`config.mk`:
```
export PLATFORM = sky130hd
export DESIGN_NAME = sbus_frame_receiver
export DESIGN_NICKNAME = d
export VERILOG_FILES = /design/src/hw/rtl/sfr_pkg.sv /design/src/hw/rtl/sbus_frame_receiver.sv /design/src/hw/rtl/sfr_ram.sv /design/src/hw/rtl/sfr_ctrl.sv /design/src/hw/rtl/sfr_dp.sv
export SDC_FILE = /design/constraint.sdc
export NUM_CORES = 1
export LEC_CHECK = 0
export ABC_AREA = 1
export BUFFER_PORTS_ARGS = -buffer_cell sky130_fd_sc_hd__buf_2
export CORE_AREA = 2 2 348 350
export DETAILED_ROUTE_END_ITERATION = 8
export DIE_AREA = 0 0 350 352
export PLACE_DENSITY_LB_ADDON = 0.15
export SYNTH_ARGS = -nofsm -noshare
export SYNTH_HDL_FRONTEND = slang
export SYNTH_HIERARCHICAL = 1
export SYNTH_SLANG_ARGS = --single-unit
```
`constraint.sdc`:
```
create_clock -name i_clk -period 6.96 [get_ports i_clk]
set_clock_uncertainty 0.05 [all_clocks]
set_input_delay 1.392 -clock i_clk [delete_from_list [all_inputs] [get_ports i_clk]]
set_output_delay 1.392 -clock i_clk [all_outputs]
set_load 0.02 [all_outputs]
```
`src/hw/rtl/sfr_pkg.sv`:
```
package sfr_pkg;

    // frame geometry
    localparam int FRAME_BYTES  = 25;
    localparam int CHANNELS_DEF = 16;
    localparam int STORE_DEPTH  = 2 * FRAME_BYTES;
    localparam int ADDR_W       = $clog2(STORE_DEPTH);
    localparam int POS_W        = $clog2(FRAME_BYTES);
    localparam int CH_W         = 4;
    localparam int RAW_W        = 11;

    // byte positions of the status word
    localparam logic [POS_W-1:0] STAT_HI_POS = POS_W'(23);
    localparam logic [POS_W-1:0] STAT_LO_POS = POS_W'(24);
    localparam logic [POS_W-1:0] LAST_POS    = POS_W'(FRAME_BYTES - 1);

    // configuration register resets
    localparam logic [7:0]  GAP_RESET   = 8'd2;
    localparam logic [10:0] FLOOR_RESET = 11'd350;
    localparam logic [19:0] SCALE_RESET = 20'd65536;
    localparam logic [15:0] BASE_RESET  = 16'd0;
    localparam logic [7:0]  IDLE_MAX    = 8'hFF;

    // input command codes
    localparam logic CMD_BYTE = 1'b0;
    localparam logic CMD_TICK = 1'b1;

    // configuration register index (paddr[3:2])
    typedef enum logic [1:0] {
        REG_GAP   = 2'd0,
        REG_FLOOR = 2'd1,
        REG_SCALE = 2'd2,
        REG_BASE  = 2'd3
    } t_reg_idx;

    // store read address selection
    typedef enum logic [2:0] {
        RSEL_STAT_HI = 3'd0,
        RSEL_STAT_LO = 3'd1,
        RSEL_CH0     = 3'd2,
        RSEL_CH1     = 3'd3,
        RSEL_CH2     = 3'd4
    } t_rsel;

    // capture register selection
    typedef enum logic [2:0] {
        CAP_STAT_HI = 3'd0,
        CAP_STAT_LO = 3'd1,
        CAP_B0      = 3'd2,
        CAP_B1      = 3'd3,
        CAP_B2      = 3'd4
    } t_csel;

    // controller to datapath
    typedef struct packed {
        logic  in_ready;
        logic  rd_en;
        t_rsel rd_sel;
        logic  cap_en;
        t_csel cap_sel;
        logic  mul_en;
        logic  out_load;
    } t_cmd;

    // datapath to controller
    typedef struct packed {
        logic decode_start;
        logic out_free;
        logic last_ch;
    } t_status;

endpackage

```
`src/hw/rtl/sbus_frame_receiver.sv`:
```
// ticks and ordinary bytes: one transaction per cycle while not stalled, no results
// frame start byte: input then stalls until every channel result is loaded,
// while the previous frame is read from the byte store (one write port, one read port)
// status bytes first, then per channel three byte reads, a multiply and an output load
// synchronous active-low reset clears control, config and store valid flags;
// unwritten store bytes read as zero, no clearing pass
module sbus_frame_receiver #(
    parameter int CHANNELS = sfr_pkg::CHANNELS_DEF
) (
    input  logic        i_clk,
    input  logic        i_rst_n,
    // command channel
    input  logic        i_in_valid,
    output logic        o_in_stall,
    input  logic        i_cmd,
    input  logic [7:0]  i_rx_byte,
    // result channel
    output logic        o_out_valid,
    input  logic        i_out_stall,
    output logic [3:0]  o_channel_index,
    output logic [15:0] o_channel_value,
    output logic [15:0] o_status_word,
    output logic        o_last,
    // register port
    input  logic        psel,
    input  logic        penable,
    input  logic        pwrite,
    input  logic [3:0]  paddr,
    input  logic [31:0] pwdata,
    output logic [31:0] prdata,
    output logic        pready
);

    import sfr_pkg::*;

    t_cmd    ctl;
    t_status status;

    // frame decode sequencer
    sfr_ctrl u_ctrl (
        .i_clk    (i_clk),
        .i_rst_n  (i_rst_n),
        .i_status (status),
        .o_cmd    (ctl)
    );

    // byte store, decode datapath and registers
    sfr_dp #(
        .CHANNELS (CHANNELS)
    ) u_dp (
        .i_clk           (i_clk),
        .i_rst_n         (i_rst_n),
        .i_in_valid      (i_in_valid),
        .i_cmd           (i_cmd),
        .i_rx_byte       (i_rx_byte),
        .o_out_valid     (o_out_valid),
        .i_out_stall     (i_out_stall),
        .o_channel_index (o_channel_index),
        .o_channel_value (o_channel_value),
        .o_status_word   (o_status_word),
        .o_last          (o_last),
        .psel            (psel),
        .penable         (penable),
        .pwrite          (pwrite),
        .paddr           (paddr),
        .pwdata          (pwdata),
        .prdata          (prdata),
        .i_ctl           (ctl),
        .o_status        (status)
    );

    assign o_in_stall = ~ctl.in_ready;
    assign pready     = 1'b1;

endmodule

```
`src/hw/rtl/sfr_ram.sv`:
```
module sfr_ram #(
    parameter int WIDTH = 8,
    parameter int DEPTH = 50
) (
    input  logic                     i_clk,
    input  logic                     i_we,
    input  logic [$clog2(DEPTH)-1:0] i_waddr,
    input  logic [WIDTH-1:0]         i_wdata,
    input  logic                     i_re,
    input  logic [$clog2(DEPTH)-1:0] i_raddr,
    output logic [WIDTH-1:0]         o_rdata
);

    logic [WIDTH-1:0] r_mem [DEPTH];
    logic [WIDTH-1:0] r_rdata;

    // one write port, one registered read port
    always_ff @(posedge i_clk) begin
        if (i_we) begin
            r_mem[i_waddr] <= i_wdata;
        end
        if (i_re) begin
            r_rdata <= r_mem[i_raddr];
        end
    end

    assign o_rdata = r_rdata;

endmodule

```
`src/hw/rtl/sfr_ctrl.sv`:
```
module sfr_ctrl (
    input  logic            i_clk,
    input  logic            i_rst_n,
    input  sfr_pkg::t_status i_status,
    output sfr_pkg::t_cmd    o_cmd
);

    import sfr_pkg::*;

    typedef enum logic [9:0] {
        S_IDLE    = 10'b00_0000_0001,
        S_ST_HI   = 10'b00_0000_0010,
        S_ST_LO   = 10'b00_0000_0100,
        S_ST_CAP  = 10'b00_0000_1000,
        S_RD0     = 10'b00_0001_0000,
        S_RD1     = 10'b00_0010_0000,
        S_RD2     = 10'b00_0100_0000,
        S_RD3     = 10'b00_1000_0000,
        S_MUL     = 10'b01_0000_0000,
        S_OUT     = 10'b10_0000_0000
    } t_state;

    t_state r_state;
    t_state n_state;

    // state register
    always_ff @(posedge i_clk) begin
        if (!i_rst_n) begin
            r_state <= S_IDLE;
        end else begin
            r_state <= n_state;
        end
    end

    // next state and datapath commands
    always_comb begin
        n_state          = r_state;
        o_cmd.in_ready   = 1'b0;
        o_cmd.rd_en      = 1'b0;
        o_cmd.rd_sel     = RSEL_STAT_HI;
        o_cmd.cap_en     = 1'b0;
        o_cmd.cap_sel    = CAP_STAT_HI;
        o_cmd.mul_en     = 1'b0;
        o_cmd.out_load   = 1'b0;
        unique case (r_state)
            S_IDLE: begin
                o_cmd.in_ready = 1'b1;
                if (i_status.decode_start) begin
                    n_state = S_ST_HI;
                end
            end
            S_ST_HI: begin
                o_cmd.rd_en  = 1'b1;
                o_cmd.rd_sel = RSEL_STAT_HI;
                n_state      = S_ST_LO;
            end
            S_ST_LO: begin
                o_cmd.rd_en   = 1'b1;
                o_cmd.rd_sel  = RSEL_STAT_LO;
                o_cmd.cap_en  = 1'b1;
                o_cmd.cap_sel = CAP_STAT_HI;
                n_state       = S_ST_CAP;
            end
            S_ST_CAP: begin
                o_cmd.cap_en  = 1'b1;
                o_cmd.cap_sel = CAP_STAT_LO;
                n_state       = S_RD0;
            end
            S_RD0: begin
                o_cmd.rd_en  = 1'b1;
                o_cmd.rd_sel = RSEL_CH0;
                n_state      = S_RD1;
            end
            S_RD1: begin
                o_cmd.rd_en   = 1'b1;
                o_cmd.rd_sel  = RSEL_CH1;
                o_cmd.cap_en  = 1'b1;
                o_cmd.cap_sel = CAP_B0;
                n_state       = S_RD2;
            end
            S_RD2: begin
                o_cmd.rd_en   = 1'b1;
                o_cmd.rd_sel  = RSEL_CH2;
                o_cmd.cap_en  = 1'b1;
                o_cmd.cap_sel = CAP_B1;
                n_state       = S_RD3;
            end
            S_RD3: begin
                o_cmd.cap_en  = 1'b1;
                o_cmd.cap_sel = CAP_B2;
                n_state       = S_MUL;
            end
            S_MUL: begin
                o_cmd.mul_en = 1'b1;
                n_state      = S_OUT;
            end
            S_OUT: begin
                if (i_status.out_free) begin
                    o_cmd.out_load = 1'b1;
                    n_state        = i_status.last_ch ? S_IDLE : S_RD0;
                end
            end
            default: begin
                n_state = S_IDLE;
            end
        endcase
    end

endmodule

```
`src/hw/rtl/sfr_dp.sv`:
```
module sfr_dp #(
    parameter int CHANNELS = sfr_pkg::CHANNELS_DEF
) (
    input  logic                     i_clk,
    input  logic                     i_rst_n,
    // command channel
    input  logic                     i_in_valid,
    input  logic                     i_cmd,
    input  logic [7:0]               i_rx_byte,
    // result channel
    output logic                     o_out_valid,
    input  logic                     i_out_stall,
    output logic [3:0]               o_channel_index,
    output logic [15:0]              o_channel_value,
    output logic [15:0]              o_status_word,
    output logic                     o_last,
    // register port
    input  logic                     psel,
    input  logic                     penable,
    input  logic                     pwrite,
    input  logic [3:0]               paddr,
    input  logic [31:0]              pwdata,
    output logic [31:0]              prdata,
    // control
    input  sfr_pkg::t_cmd            i_ctl,
    output sfr_pkg::t_status         o_status
);

    import sfr_pkg::*;

    logic [7:0]         r_gap;
    logic [10:0]        r_floor;
    logic [19:0]        r_scale;
    logic [15:0]        r_base;

    logic               r_half;
    logic [POS_W-1:0]   r_pos;
    logic [7:0]         r_idle;
    logic [STORE_DEPTH-1:0] r_valid;

    logic [CH_W-1:0]    r_ch;
    logic [7:0]         r_st_hi;
    logic [7:0]         r_st_lo;
    logic [7:0]         r_b0;
    logic [7:0]         r_b1;
    logic [7:0]         r_b2;
    logic               r_rd_vld;
    logic [30:0]        r_prod;
    logic               r_above;

    logic               r_out_valid;
    logic [3:0]         r_out_idx;
    logic [15:0]        r_out_val;
    logic [15:0]        r_out_stat;
    logic               r_out_last;

    logic               accept;
    logic               is_byte;
    logic               start;
    logic               new_half;
    logic [POS_W-1:0]   wr_pos;
    logic [ADDR_W-1:0]  waddr;
    logic               we;

    logic [7:0]         bit_ofs;
    logic [POS_W-1:0]   ch_byte;
    logic [POS_W-1:0]   rd_pos;
    logic [ADDR_W-1:0]  raddr;
    logic [7:0]         rdata;
    logic [7:0]         mdata;

    logic [23:0]        word;
    logic [RAW_W-1:0]   raw;
    logic [RAW_W-1:0]   diff;
    logic [16:0]        sum;
    logic [15:0]        value;
    logic               apb_wr;

    // input transaction and frame boundary detection
    assign accept   = i_in_valid & i_ctl.in_ready;
    assign is_byte  = (i_cmd == CMD_BYTE);
    assign start    = r_idle > r_gap;
    assign new_half = start ? ~r_half : r_half;
    assign wr_pos   = start ? '0 : r_pos;
    assign waddr    = (new_half ? ADDR_W'(FRAME_BYTES) : ADDR_W'(0)) + ADDR_W'(wr_pos);
    assign we       = accept & is_byte;

    always_ff @(posedge i_clk) begin
        if (!i_rst_n) begin
            r_half  <= 1'b0;
            r_pos   <= '0;
            r_idle  <= IDLE_MAX;
            r_valid <= '0;
        end else if (accept) begin
            if (!is_byte) begin
                if (r_idle != IDLE_MAX) begin
                    r_idle <= r_idle + 8'd1;
                end
            end else begin
                r_half         <= new_half;
                r_pos          <= (wr_pos == LAST_POS) ? LAST_POS : wr_pos + POS_W'(1);
                r_idle         <= '0;
                r_valid[waddr] <= 1'b1;
            end
        end
    end

    // read address into the finished half
    assign bit_ofs = 8'(r_ch) * 8'd11;
    assign ch_byte = POS_W'(1) + POS_W'(bit_ofs[7:3]);

    always_comb begin
        case (i_ctl.rd_sel)
            RSEL_STAT_HI: rd_pos = STAT_HI_POS;
            RSEL_STAT_LO: rd_pos = STAT_LO_POS;
            RSEL_CH0:     rd_pos = ch_byte;
            RSEL_CH1:     rd_pos = ch_byte + POS_W'(1);
            RSEL_CH2:     rd_pos = ch_byte + POS_W'(2);
            default:      rd_pos = ch_byte;
        endcase
    end

    assign raddr = (r_half ? ADDR_W'(0) : ADDR_W'(FRAME_BYTES)) + ADDR_W'(rd_pos);

    sfr_ram #(
        .WIDTH (8),
        .DEPTH (STORE_DEPTH)
    ) u_store (
        .i_clk   (i_clk),
        .i_we    (we),
        .i_waddr (waddr),
        .i_wdata (i_rx_byte),
        .i_re    (i_ctl.rd_en),
        .i_raddr (raddr),
        .o_rdata (rdata)
    );

    // never-written entries read as zero
    always_ff @(posedge i_clk) begin
        if (i_ctl.rd_en) begin
            r_rd_vld <= r_valid[raddr];
        end
    end

    assign mdata = r_rd_vld ? rdata : 8'd0;

    // byte capture
    always_ff @(posedge i_clk) begin
        if (i_ctl.cap_en) begin
            case (i_ctl.cap_sel)
                CAP_STAT_HI: r_st_hi <= mdata;
                CAP_STAT_LO: r_st_lo <= mdata;
                CAP_B0:      r_b0    <= mdata;
                CAP_B1:      r_b1    <= mdata;
                CAP_B2:      r_b2    <= mdata;
                default:     r_b0    <= mdata;
            endcase
        end
    end

    // channel extraction and gain multiply
    assign word = {r_b2, r_b1, r_b0} >> bit_ofs[2:0];
    assign raw  = word[RAW_W-1:0];
    assign diff = raw - r_floor;

    always_ff @(posedge i_clk) begin
        if (i_ctl.mul_en) begin
            r_above <= raw > r_floor;
            r_prod  <= 31'(diff) * 31'(r_scale);
        end
    end

    // offset and saturation
    assign sum   = 17'(r_prod[30:16]) + 17'(r_base);
    assign value = !r_above ? 16'd0 : (sum[16] ? 16'hFFFF : sum[15:0]);

    // channel counter
    always_ff @(posedge i_clk) begin
        if (!i_rst_n) begin
            r_ch <= '0;
        end else if (accept & is_byte & start) begin
            r_ch <= '0;
        end else if (i_ctl.out_load) begin
            r_ch <= r_ch + CH_W'(1);
        end
    end

    // output register
    always_ff @(posedge i_clk) begin
        if (!i_rst_n) begin
            r_out_valid <= 1'b0;
        end else if (i_ctl.out_load) begin
            r_out_valid <= 1'b1;
        end else if (!i_out_stall) begin
            r_out_valid <= 1'b0;
        end
    end

    always_ff @(posedge i_clk) begin
        if (i_ctl.out_load) begin
            r_out_idx  <= r_ch;
            r_out_val  <= value;
            r_out_stat <= {r_st_hi, r_st_lo};
            r_out_last <= o_status.last_ch;
        end
    end

    assign o_out_valid     = r_out_valid;
    assign o_channel_index = r_out_idx;
    assign o_channel_value = r_out_val;
    assign o_status_word   = r_out_stat;
    assign o_last          = r_out_last;

    // status back to the controller
    assign o_status.decode_start = accept & is_byte & start;
    assign o_status.out_free     = !r_out_valid || !i_out_stall;
    assign o_status.last_ch      = (r_ch == CH_W'(CHANNELS - 1));

    // configuration registers
    assign apb_wr = psel & penable & pwrite;

    always_ff @(posedge i_clk) begin
        if (!i_rst_n) begin
            r_gap   <= GAP_RESET;
            r_floor <= FLOOR_RESET;
            r_scale <= SCALE_RESET;
            r_base  <= BASE_RESET;
        end else if (apb_wr) begin
            unique case (t_reg_idx'(paddr[3:2]))
                REG_GAP:   r_gap   <= pwdata[7:0];
                REG_FLOOR: r_floor <= pwdata[10:0];
                REG_SCALE: r_scale <= pwdata[19:0];
                REG_BASE:  r_base  <= pwdata[15:0];
                default:   r_gap   <= r_gap;
            endcase
        end
    end

    always_comb begin
        unique case (t_reg_idx'(paddr[3:2]))
            REG_GAP:   prdata = 32'(r_gap);
            REG_FLOOR: prdata = 32'(r_floor);
            REG_SCALE: prdata = 32'(r_scale);
            REG_BASE:  prdata = 32'(r_base);
            default:   prdata = '0;
        endcase
    end

endmodule
```
# --- Yosys cells after proc, flatten, opt, wreduce, memory -nomap -nowiden ---
# Memories as Yosys holds them, arrays and structs flattened. A register that Yosys moved wholly into a read port is not among the register bits.
# Cells that the tools add are included.
word_totals:
  out_inout_bits: 72
  wordCells: 129
  n_memories: 1
  register_bits: 244
  mem_bits_rw: 400
  in_bits: 52
mem_list:
  columns: ["name", "depth", "word_bits", "rd", "rd_clocked_by_memory_dff", "wr", "line_no", "text"]
  rows:
  - ["u_dp.u_store.r_mem", 50, 8, 1, 1, 1, "sfr_ram.sv:14", "logic [WIDTH-1:0] r_mem [DEPTH];"]
op_classes:
  n_mux: 29
  eq_ne: 26
  n_lt_le_gt_ge: 5
  n_shift: 1
  mul: 2
  add_sub_neg: 10
  reduce_logical: 21
  bitwise: 11
op_table:
  columns: ["operator", "n"]
  rows:
  - ["32-bit one-hot mux with 4 select lines", 1]
  - ["10-bit one-hot mux with 10 select lines", 1]
  - ["50-bit bitwise OR", 1]
  - ["4-bit one-hot mux with 5 select lines", 2]
  - ["11-bit by 20-bit multiplier with 31-bit output", 1]
  - ["5-bit 2-to-1 mux", 5]
  - ["8-bit 2-to-1 mux", 3]
  - ["2-bit AND reduction", 12]
  - ["24-bit by 3-bit right shift with 11-bit output", 1]
  - ["10-bit 2-to-1 mux", 2]
  - ["5-bit one-hot mux with 4 select lines", 1]
  - ["15-bit by 16-bit adder with 17-bit output", 1]
  - ["16-bit 2-to-1 mux", 1]
  - ["6-bit by 7-bit less-than comparator with 1-bit output, second input constant", 2]
  - ["6-bit by 5-bit adder with 6-bit output", 2]
  - ["11-bit greater-than comparator", 1]
  - ["1-bit 2-to-1 mux", 11]
  - ["11-bit subtractor", 1]
  - ["5-bit by 1-bit adder with 5-bit output, second input constant", 2]
  - ["10-bit by 1-bit equality test with 1-bit output, second input constant", 1]
  - ["10-bit equality test, second input constant", 1]
  - ["10-bit by 2-bit equality test with 1-bit output, second input constant", 1]
  - ["10-bit by 3-bit equality test with 1-bit output, second input constant", 1]
  - ["10-bit by 4-bit equality test with 1-bit output, second input constant", 1]
  - ["other kinds (33)", 49]

# --- Longest topological paths before layout ---
# Gate-level depths: netlist of the first run.
depth:
  ltp_word: 9
  ltp_mapped: 40
  mapped_depth_nobuf: 39

# --- By module ---
# The synthesis of the first run kept the hierarchy.
modules_own_cells:
  columns: ["mod", "cells_each", "seq_area_each_um2", "instances", "area_per_inst_um2"]
  rows:
  - ["sfr_dp", 2264, 5124.9, 1, 18089.8]
  - ["sfr_ram", 1420, 12251.8, 1, 16751.1]
  - ["sfr_ctrl", 114, 200.2, 1, 660.6]
  - ["sbus_frame_receiver", 3, 0.0, 1, 15.0]

# --- Least setup slack after synthesis of the first run ---
# No wires, ideal clock.
synth_path:
  path_type: "register to register"
  start: "register u_dp.r_ch[2]"
  end: "register u_dp.r_prod[23] (data pin)"
  period_less_slack_ns: 7.650
  path_slack_ns: -0.690
  setup_ns: 0.265
  n_path_buf: 3
  arrival_ns: 7.335
  path_stages_with_launch: 38
  t_required_ns: 6.645
  path_cell_list: "dfxtp_1 -> ha_1 -> ha_1 -> clkbuf_1 -> inv_1 -> clkbuf_1 -> a31oi_1 -> ha_1 -> inv_1 -> fa_1 -> nand3_1 -> nand3_1 -> a21oi_2 -> nor2_1 -> o21ai_1 -> nand2_1 -> nand3_2 -> nand4_2 -> (+2 left out) -> nor2_1 -> fa_1 -> inv_1 -> fa_1 -> inv_1 -> fa_1 -> fa_1 -> inv_1 -> fa_1 -> inv_1 -> ha_1 -> nand2_1 -> nand2_1 -> a31oi_1 -> o21ai_0 -> a221oi_1 -> o21ai_0 -> xor2_1"
synth_via:
  elab_chain_len: 4
synth_rtl:
  columns: ["item", "line_no", "text"]
  rows:
  - ["start, declared", "sfr_dp.sv:41", "logic [CH_W-1:0] r_ch;"]
  - ["start signal, assigned", "sfr_dp.sv:184", "r_ch <= r_ch + CH_W'(1);"]
  - ["4-bit by 4-bit multiplier with 8-bit output", "sfr_dp.sv:109", "assign bit_ofs = 8'(r_ch) * 8'd11;"]
  - ["24-bit by 3-bit right shift with 11-bit output", "sfr_dp.sv:162", "assign word = {r_b2, r_b1, r_b0} >> bit_ofs[2:0];"]
  - ["11-bit subtractor", "sfr_dp.sv:164", "assign diff = raw - r_floor;"]
  - ["11-bit by 20-bit multiplier with 31-bit output", "sfr_dp.sv:169", "r_prod <= 31'(diff) * 31'(r_scale);"]
  - ["end signal, assigned", "sfr_dp.sv:169", null]
  - ["end, declared", "sfr_dp.sv:48", "logic [30:0] r_prod;"]
# No other way between the ends.
# A chain may end at the register's enable or synchronous reset.

# --- Final worst setup path of the first run ---
layout_path:
  start: "register u_dp.r_ch[1]"
  end: "register u_dp.r_prod[23] (data pin)"
# Same word-level chain as after synthesis.

==> flow_summary_export.csv, run 1 <==
group,metric,value,unit
floorplanning,fp-row-count,127,
grt,grt_first_pass_wirelength,162,mm
route,routed.top_layer,"met4",
timing,slew_viol_final,0,
floorplanning,die_area,123000,um2
setup_path,crit_path_end_kind,"flip-flop",
grt,globalRoute.totalOverflow,0,
route,vias_per_cell,4.66,
logic_synthesis,synth-edff-count,496,
route,ant_nets,0,
power_and_ir_drop,vdd_drop_max,221,uV
logic_synthesis,ys.flop_type,"edfxtp_1",
power_and_ir_drop,power.density,284,nW/um2
logic_synthesis,syn_area,35500,um2
placed_design,hpwlAfterDp,72.7,mm
logic_synthesis,ys_ff_latch,630,
route,wl_met3,3.88,mm
power_and_ir_drop,leakagePower,16.9,nW
timing,tightest_slew,1190,ps
cts,cts_root_buf,"clkbuf_16",
cells_and_area,final_nets,4378,
grt,grt.total_usage,17.0,%
min_path,hold_path_class,"flip-flop to flip-flop",
setup_path,worstPathRequired,7280,ps
setup_path,cpMaxStageDelayCell,"fa_2",
route,drtPass1Iterations,5,
placed_design,gp_congestion,0.879,
placed_design,place_ws,-813,ps
logic_synthesis,synth_cells,3801,
setup_path,critical_path_class,"flip-flop to flip-flop",
route,vias,26600,
floorplanning,ios,124,
setup_path,cp_common_cell,"nand3_2",
grt,grt_pass1_vias,26300,
floorplanning,die_h,352,um
setup_path,crit_fanout,4,
timing,fmax,0.137,GHz
cts,cts_tree,"done",
cts,clkSinkCount,630,
grt,antenna_found_initial,0,
logic_synthesis,synthArstFlopShare,0,%
cells_and_area,syn_to_final_growth,19.6,%
grt,grt_max_degree,143,
run_status,violations,"negative setup slack",
route,dr_wl_met2,49.7,mm
cts,cts_hold_buf,0,
placed_design,port_buffers,96,
floorplanning,initial_core_util,29.8,%
timing,hold-worst-slack,372,ps
floorplanning,coreArea,119000,um2
timing,setup_viol,15,
floorplanning,die_w,350,um
cts,clkLatencyLatePin,640,ps
timing,layout_setup_ws,-365,ps
cells_and_area,final_area,42500,um2
timing,relSlewSlack,20.1,%
setup_path,worstPathArrival,7640,ps
job,drv_cap,0,
cells_and_area,drive_gt1_share,16.9,%
cts,numCtsBuffers,70,
cts,clkTransAtPathRegs,60,ps
setup_path,r2r_cells,36,
timing,post-route-period-util,105,%
setup_path,max_stage_delay,630,ps
cells_and_area,fillerInstances,12200,
run_status,status,"finished, violations left",
route,drt_iter0_drc,1780,
logic_synthesis,synth_cell_types,56,
route,routed_wl,106,mm
min_path,hold-path-cell-count,0,
setup_path,cp-start-kind,"flip-flop",
logic_synthesis,yosys_warnings,6,
cells_and_area,diodes,0,
placed_design,postPlaceCellArea,39000,um2
logic_synthesis,syn_area_per_cell,9.34,um2
logic_synthesis,ys_seq_area_share,49.5,%
cts,clockBufferDepth,3,
timing,hold_violations,0,
route,drc,0,
route,m1WireLength,49.6,mm
timing,min_period,7320,ps
route,wl_per_cell,18.5,um
timing,rsz0062_at_grt,"true",
cells_and_area,final_cells,5706,
placed_design,dp_cells,5543,
cts,h-tree-depth,3,
where the power goes:
group / total, mW / internal [mW] / leakage [nW] / switching [mW]
Combinational: 3.98 / 1.34 / 10.2 / 2.64
Clock: 3.83 / 2.25 / 1.13 / 1.59
Sequential: 4.24 / 4.19 / 5.55 / 0.0536
Total: 12.1 / 7.78 / 16.9 / 4.28
stage by stage:
step	setup TNS (ps)	total power [mW]	utilization (%)
final	-3900	12.1	35.6
after CTS	-3910	12.1	35.3
after global placement	-11260	8.08	32.7
after global routing	-8130	12.7	35.6
after detailed placement	-10970	8.07	32.7
after floorplan	-237	6.69	-
cells by family (layout without fill, tap and decap cells):
group	count (synthesis)	in the layout	share of synthesized area, %
fa+ha+maj	289	289	13.6
buf+inv	653	935	7.86
compound gates	468	468	7.13
simple gates	1716	1716	20.8
xor+xnor	35	35	0.863
flops	630	630	49.5
mux	8	8	0.225
other cells	2	13	0.0211
final timing paths:
path	start	endpoint	slack [ps]
setup / recovery	u_dp/r_ch[1]$_SDFFE_PP0P_	u_dp/r_prod[23]$_DFFE_PP_	-360
hold / removal	u_dp/r_st_hi[4]$_DFFE_PP_	u_dp/o_status_word[12]$_DFFE_PP_	370
setup reg to reg	u_dp/r_ch[1]$_SDFFE_PP0P_	u_dp/r_prod[23]$_DFFE_PP_	-360
hold reg to reg	u_dp/r_st_hi[4]$_DFFE_PP_	u_dp/o_status_word[12]$_DFFE_PP_	370
Yosys cell counts (7+ instances only):
master	count	area [um2]
nand3b_1	8	60.1
a21oi_1	204	1020
nor2_2	11	68.8
buf_1	20	75.1
dfxtp_1	134	2680
mux2i_1	8	80.1
clkbuf_1	62	233
buf_2	37	185
a31oi_1	8	50.1
or2_2	8	50.1
buf_4	27	203
buf_6	23	259
edfxtp_1	496	14900
fa_1	163	3260
nand3_1	390	1950
xor2_1	22	193
o21ai_0	172	861
nand2_1	819	3070
xnor2_1	13	114
inv_2	17	63.8
o221ai_1	7	61.3
nand4_1	49	307
o21ai_1	21	105
o211ai_1	16	120
nor3_1	20	100
nor2_1	371	1390
ha_1	126	1580
nand2_2	14	87.6
inv_1	460	1730
worst max-delay path: cells and delay by family (launching register included):
kind	cells	cell delay [ps]
DFF	1	370
and+or+nand+nor	10	890
xor gates and xnor gates	1	160
buffers and inverters	8	600
AOI/OAI and AO/OA	7	1170
adders and majority gates	10	3820
state kept, by name, summed over array words and instances (netlist names), 5 cells and up:
signal,flops
u_dp/r_prod,15
u_dp/r_valid,50
u_dp/r_scale,20
u_dp/o_status_word,16
u_dp/o_channel_value,16
u_dp/r_base,16
u_dp/r_b1,8
u_dp/r_b0,8
u_dp/u_store/o_rdata,8
u_dp/r_idle,8
u_dp/r_pos,5
u_dp/r_gap,8
u_ctrl/r_state,10
u_dp/r_st_hi,8
u_dp/r_floor,11
u_dp/r_st_lo,8
u_dp/u_store/r_mem,400
cells in the final DEF, fill, tap and decap left out, types with 16 or more instances in the layout:
| master | Yosys | layout |
|---|---|---|
| a21oi_1 | 204 | 182 |
| a21oi_2 | 2 | 18 |
| buf_2 | 37 | 96 |
| buf_4 | 27 | 191 |
| buf_6 | 23 | 21 |
| clkbuf_1 | 62 | 18 |
| clkbuf_16 | 0 | 73 |
| clkinv_1 | 5 | 16 |
| dfxtp_1 | 134 | 131 |
| edfxtp_1 | 496 | 496 |
| fa_1 | 163 | 153 |
| ha_1 | 126 | 104 |
| ha_4 | 0 | 21 |
| inv_1 | 460 | 435 |
| inv_2 | 17 | 37 |
| nand2_1 | 819 | 789 |
| nand2_2 | 14 | 33 |
| nand3_1 | 390 | 379 |
| nand4_1 | 49 | 49 |
| nor2_1 | 371 | 343 |
| nor2_2 | 11 | 29 |
| nor2_4 | 6 | 16 |
| o211ai_1 | 16 | 16 |
| o21ai_0 | 172 | 148 |
| o21ai_1 | 21 | 29 |
| o21ai_2 | 1 | 16 |
| xor2_1 | 22 | 19 |
routing by layer:
metal	up-vias	track usage, %
li1	13100	-
met1	12900	23.7
met2	507	28.1
met3	144	2.11
met4	0	4.25
met5	-	0
final cells by class:
class                           count  area (um2)  share of cell area [%]
Sequential cell                   630       17600                    41.4
Inverter                          483        1840                    4.32
Clock inverter                     34         410                   0.966
Clock buffer                       95        1950                    4.59
Timing Repair Buffer              323        2440                    5.73
Multi-Input combinational cell   2529       16200                    38.2
Tap cell                         1612        2020                    4.75
timing repair:
action	CTS	global route
cloned	0	0
setup buffers	29	8
endpoints found under the setup margin	15	15
gates resized for setup	164	64
endpoints found under the hold margin	0	0
pin swaps	103	76
(Power assumes the default switching activity.)
==> inputs of run 2 (changes only) <==
CTS_BUF_LIST = sky130_fd_sc_hd__clkbuf_4   (was unset)
==> flow_summary_export.csv, run 2 (synthesis gave the netlist of run 1 again) <==
group,metric,value,unit
run_status,status,"finished, violations left",
run_status,violations,"negative setup slack",
timing,layout_setup_ws,-341,ps
job,drv_cap,0,
power_and_ir_drop,power_frac_clock,29.1,%
cts,cts_root_buf,"clkbuf_4",
route,wl_per_cell,18.2,um
setup_path,crit_start,"u_dp/r_ch[1]$_SDFFE_PP0P_",
route,vias_per_cell,4.63,
cts,cts_tree,"done",
power_and_ir_drop,comb_power_share,34.3,%
grt,globalRoute.totalOverflow,0,
power_and_ir_drop,totalPowerFinal,11.6,mW
cts,clkLatencyLatePin,1090,ps
placed_design,gp_congestion,0.879,
setup_path,critical_path_class,"flip-flop to flip-flop",
power_and_ir_drop,power.density,274,nW/um2
power_and_ir_drop,switching_share,37.0,%
cells_and_area,top_regs,"u_dp/u_store/r_mem x400, u_dp/r_valid x50, u_dp/r_scale x20",
route,wl_met3,4.73,mm
min_path,hold-path-cell-count,0,
cells_and_area,seqCellArea,17600,um2
route,ant_nets,0,
cells_and_area,syn_to_final_growth,19.0,%
route,drt_iter0_drc,1731,
setup_path,r2r-start,"u_dp/r_ch[1]$_SDFFE_PP0P_",
cts,numCtsBuffers,168,
power_and_ir_drop,pwr-share-seq,36.6,%
setup_path,cp-start-kind,"flip-flop",
setup_path,max_stage_delay,560,ps
setup_path,regToRegEndpoint,"u_dp/r_prod[23]$_DFFE_PP_",
timing,post-route-period-util,105,%
timing,fmax,0.137,GHz
floorplanning,die_area,123000,um2
floorplanning,fp-row-count,127,
power_and_ir_drop,power_switching,4.28,mW
power_and_ir_drop,leakagePower,17.0,nW
route,vias,27100,
cells_and_area,final_nets,4470,
cells_and_area,multiInputGateArea,16200,um2
floorplanning,coreArea,119000,um2
min_path,worstHoldStart,"u_dp/r_st_hi[1]$_DFFE_PP_",
placed_design,hpwlAfterDp,72.7,mm
cells_and_area,fillerInstances,12400,
power_and_ir_drop,internal_power,7.31,mW
cts,cts_hold_buf,0,
grt,grt.total_usage,17.3,%
grt,grt_pass1_vias,27000,
timing,tightest_slew,1180,ps
route,routed_wl,107,mm
route,m1WireLength,49.6,mm
placed_design,postPlaceCellArea,39000,um2
min_path,min_to,"u_dp/o_status_word[9]$_DFFE_PP_",
setup_path,worstPathArrival,8040,ps
cells_and_area,final_common_cell,"nand2_1",
floorplanning,initial_core_util,29.8,%
route,dr_wl_met2,50.3,mm
cts,clkTransAtPathRegs,60,ps
cells_and_area,final_area,42300,um2
power_and_ir_drop,vdd_drop_max,165,uV
grt,antenna_found_initial,2,
setup_path,r2r_cells,36,
setup_path,cpMaxStageDelayCell,"fa_1",
floorplanning,ios,124,
cts,h-tree-depth,4,
timing,min_period,7300,ps
min_path,hold_path_class,"flip-flop to flip-flop",
cells_and_area,drive_gt1_share,20.1,%
grt,grt_first_pass_wirelength,163,mm
timing,slew_viol_final,0,
setup_path,crit_fanout,14,
timing,rsz0062_at_grt,"true",
floorplanning,die_w,350,um
setup_path,worstPathRequired,7700,ps
placed_design,port_buffers,96,
timing,relSlewSlack,21.2,%
grt,grt_max_degree,143,
route,drtPass1Iterations,5,
route,routed.top_layer,"met4",
floorplanning,die_h,352,um
timing,hold_violations,0,
cts,clkSinkCount,630,
cells_and_area,final_cell_mix,"nand2_1 (794), edfxtp_1 (496), inv_1 (431), nand3_1 (380), nor2_1 (343)",
timing,setup_viol,15,
setup_path,cp_common_cell,"nand3_2",
cells_and_area,top_register,"u_dp/u_store/r_mem",
setup_path,regToRegSetupSlack,-340,ps
route,drc,0,
setup_path,crit_path_end_kind,"flip-flop",
cts,clockBufferDepth,3,
cells_and_area,largest_reg_flops,400,
run 2: changes by cell type in the layout (fill, tap and decap cells not counted), moves of 5 or more:
cell,before,now
buf_4,191,184
clkbuf_1,18,0
clkbuf_16,73,1
clkbuf_4,0,256
diode_2,0,7
inv_2,37,43
inv_6,3,10
nand2_1,789,794
run 2: stage by stage:
stage	worst slack (ps)	setup TNS (ps)	hold slack [ps]	std cells	utilization, %
2_1_floorplan	-116	-237	350	3812	-
3_3_place_gp	-815	-11260	354	5543	32.7
3_5_place_dp	-813	-10970	358	5543	32.7
4_1_cts	-380	-4630	356	5844	35.0
5_1_grt	-712	-8880	368	5862	35.4
6_report	-341	-3790	358	5863	35.4
run 2: power groups by stage:
stage,clock network [mW],registers (mW),logic (mW)
after floorplan,0,4.32,2.36
after global placement,0,4.32,3.76
after detailed placement,0,4.32,3.75
after CTS,3.51,4.24,3.90
after global routing,3.72,4.25,4.40
final,3.37,4.24,3.98
run 2: worst max path at each step:
stage	to	slack [ps]	depth (start not counted)
6_report	u_dp/r_prod[23]$_DFFE_PP_	-340	36
5_1_grt	u_dp/r_prod[23]$_DFFE_PP_	-710	36
4_1_cts	u_dp/r_prod[23]$_DFFE_PP_	-380	35
3_5_place_dp	u_dp/r_prod[29]$_DFFE_PP_	-810	35
3_3_place_gp	u_dp/r_prod[23]$_DFFE_PP_	-810	36
2_1_floorplan	u_dp/r_prod[27]$_DFFE_PP_	-120	38
run 2: worst max-delay path, delay by kind of cell (launching register included):
kind | cells | cell delay, ps
fa+ha+maj | 9 | 3580
compound gates | 7 | 1140
simple gates | 11 | 1030
buf+inv | 8 | 650
flops | 1 | 360
xor+xnor | 1 | 180
run 2: area by class of cell:
cell class,count,share of cell area [%]
Clock inverter,29,0.568
Antenna cell,7,0.0414
Sequential cell,630,41.6
Multi-Input combinational cell,2529,38.4
Inverter,483,4.35
Clock buffer,256,4.55
Tap cell,1612,4.77
Timing Repair Buffer,317,5.73
run 2: metal layers:
metal / vias up / GRT usage, %
met1: 13100 / 23.4
met4: 0 / 5.77
met2: 568 / 28.0
met5: - / 0
li1: 13300 / -
met3: 139 / 2.83
run 2: what timing repair did:
| action | in CTS | in global routing |
|---|---|---|
| pin swaps | 94 | 86 |
| resized for setup | 140 | 86 |
| cloned | 0 | 1 |
| setup buffers | 18 | 16 |
| endpoints found under the setup margin | 15 | 15 |
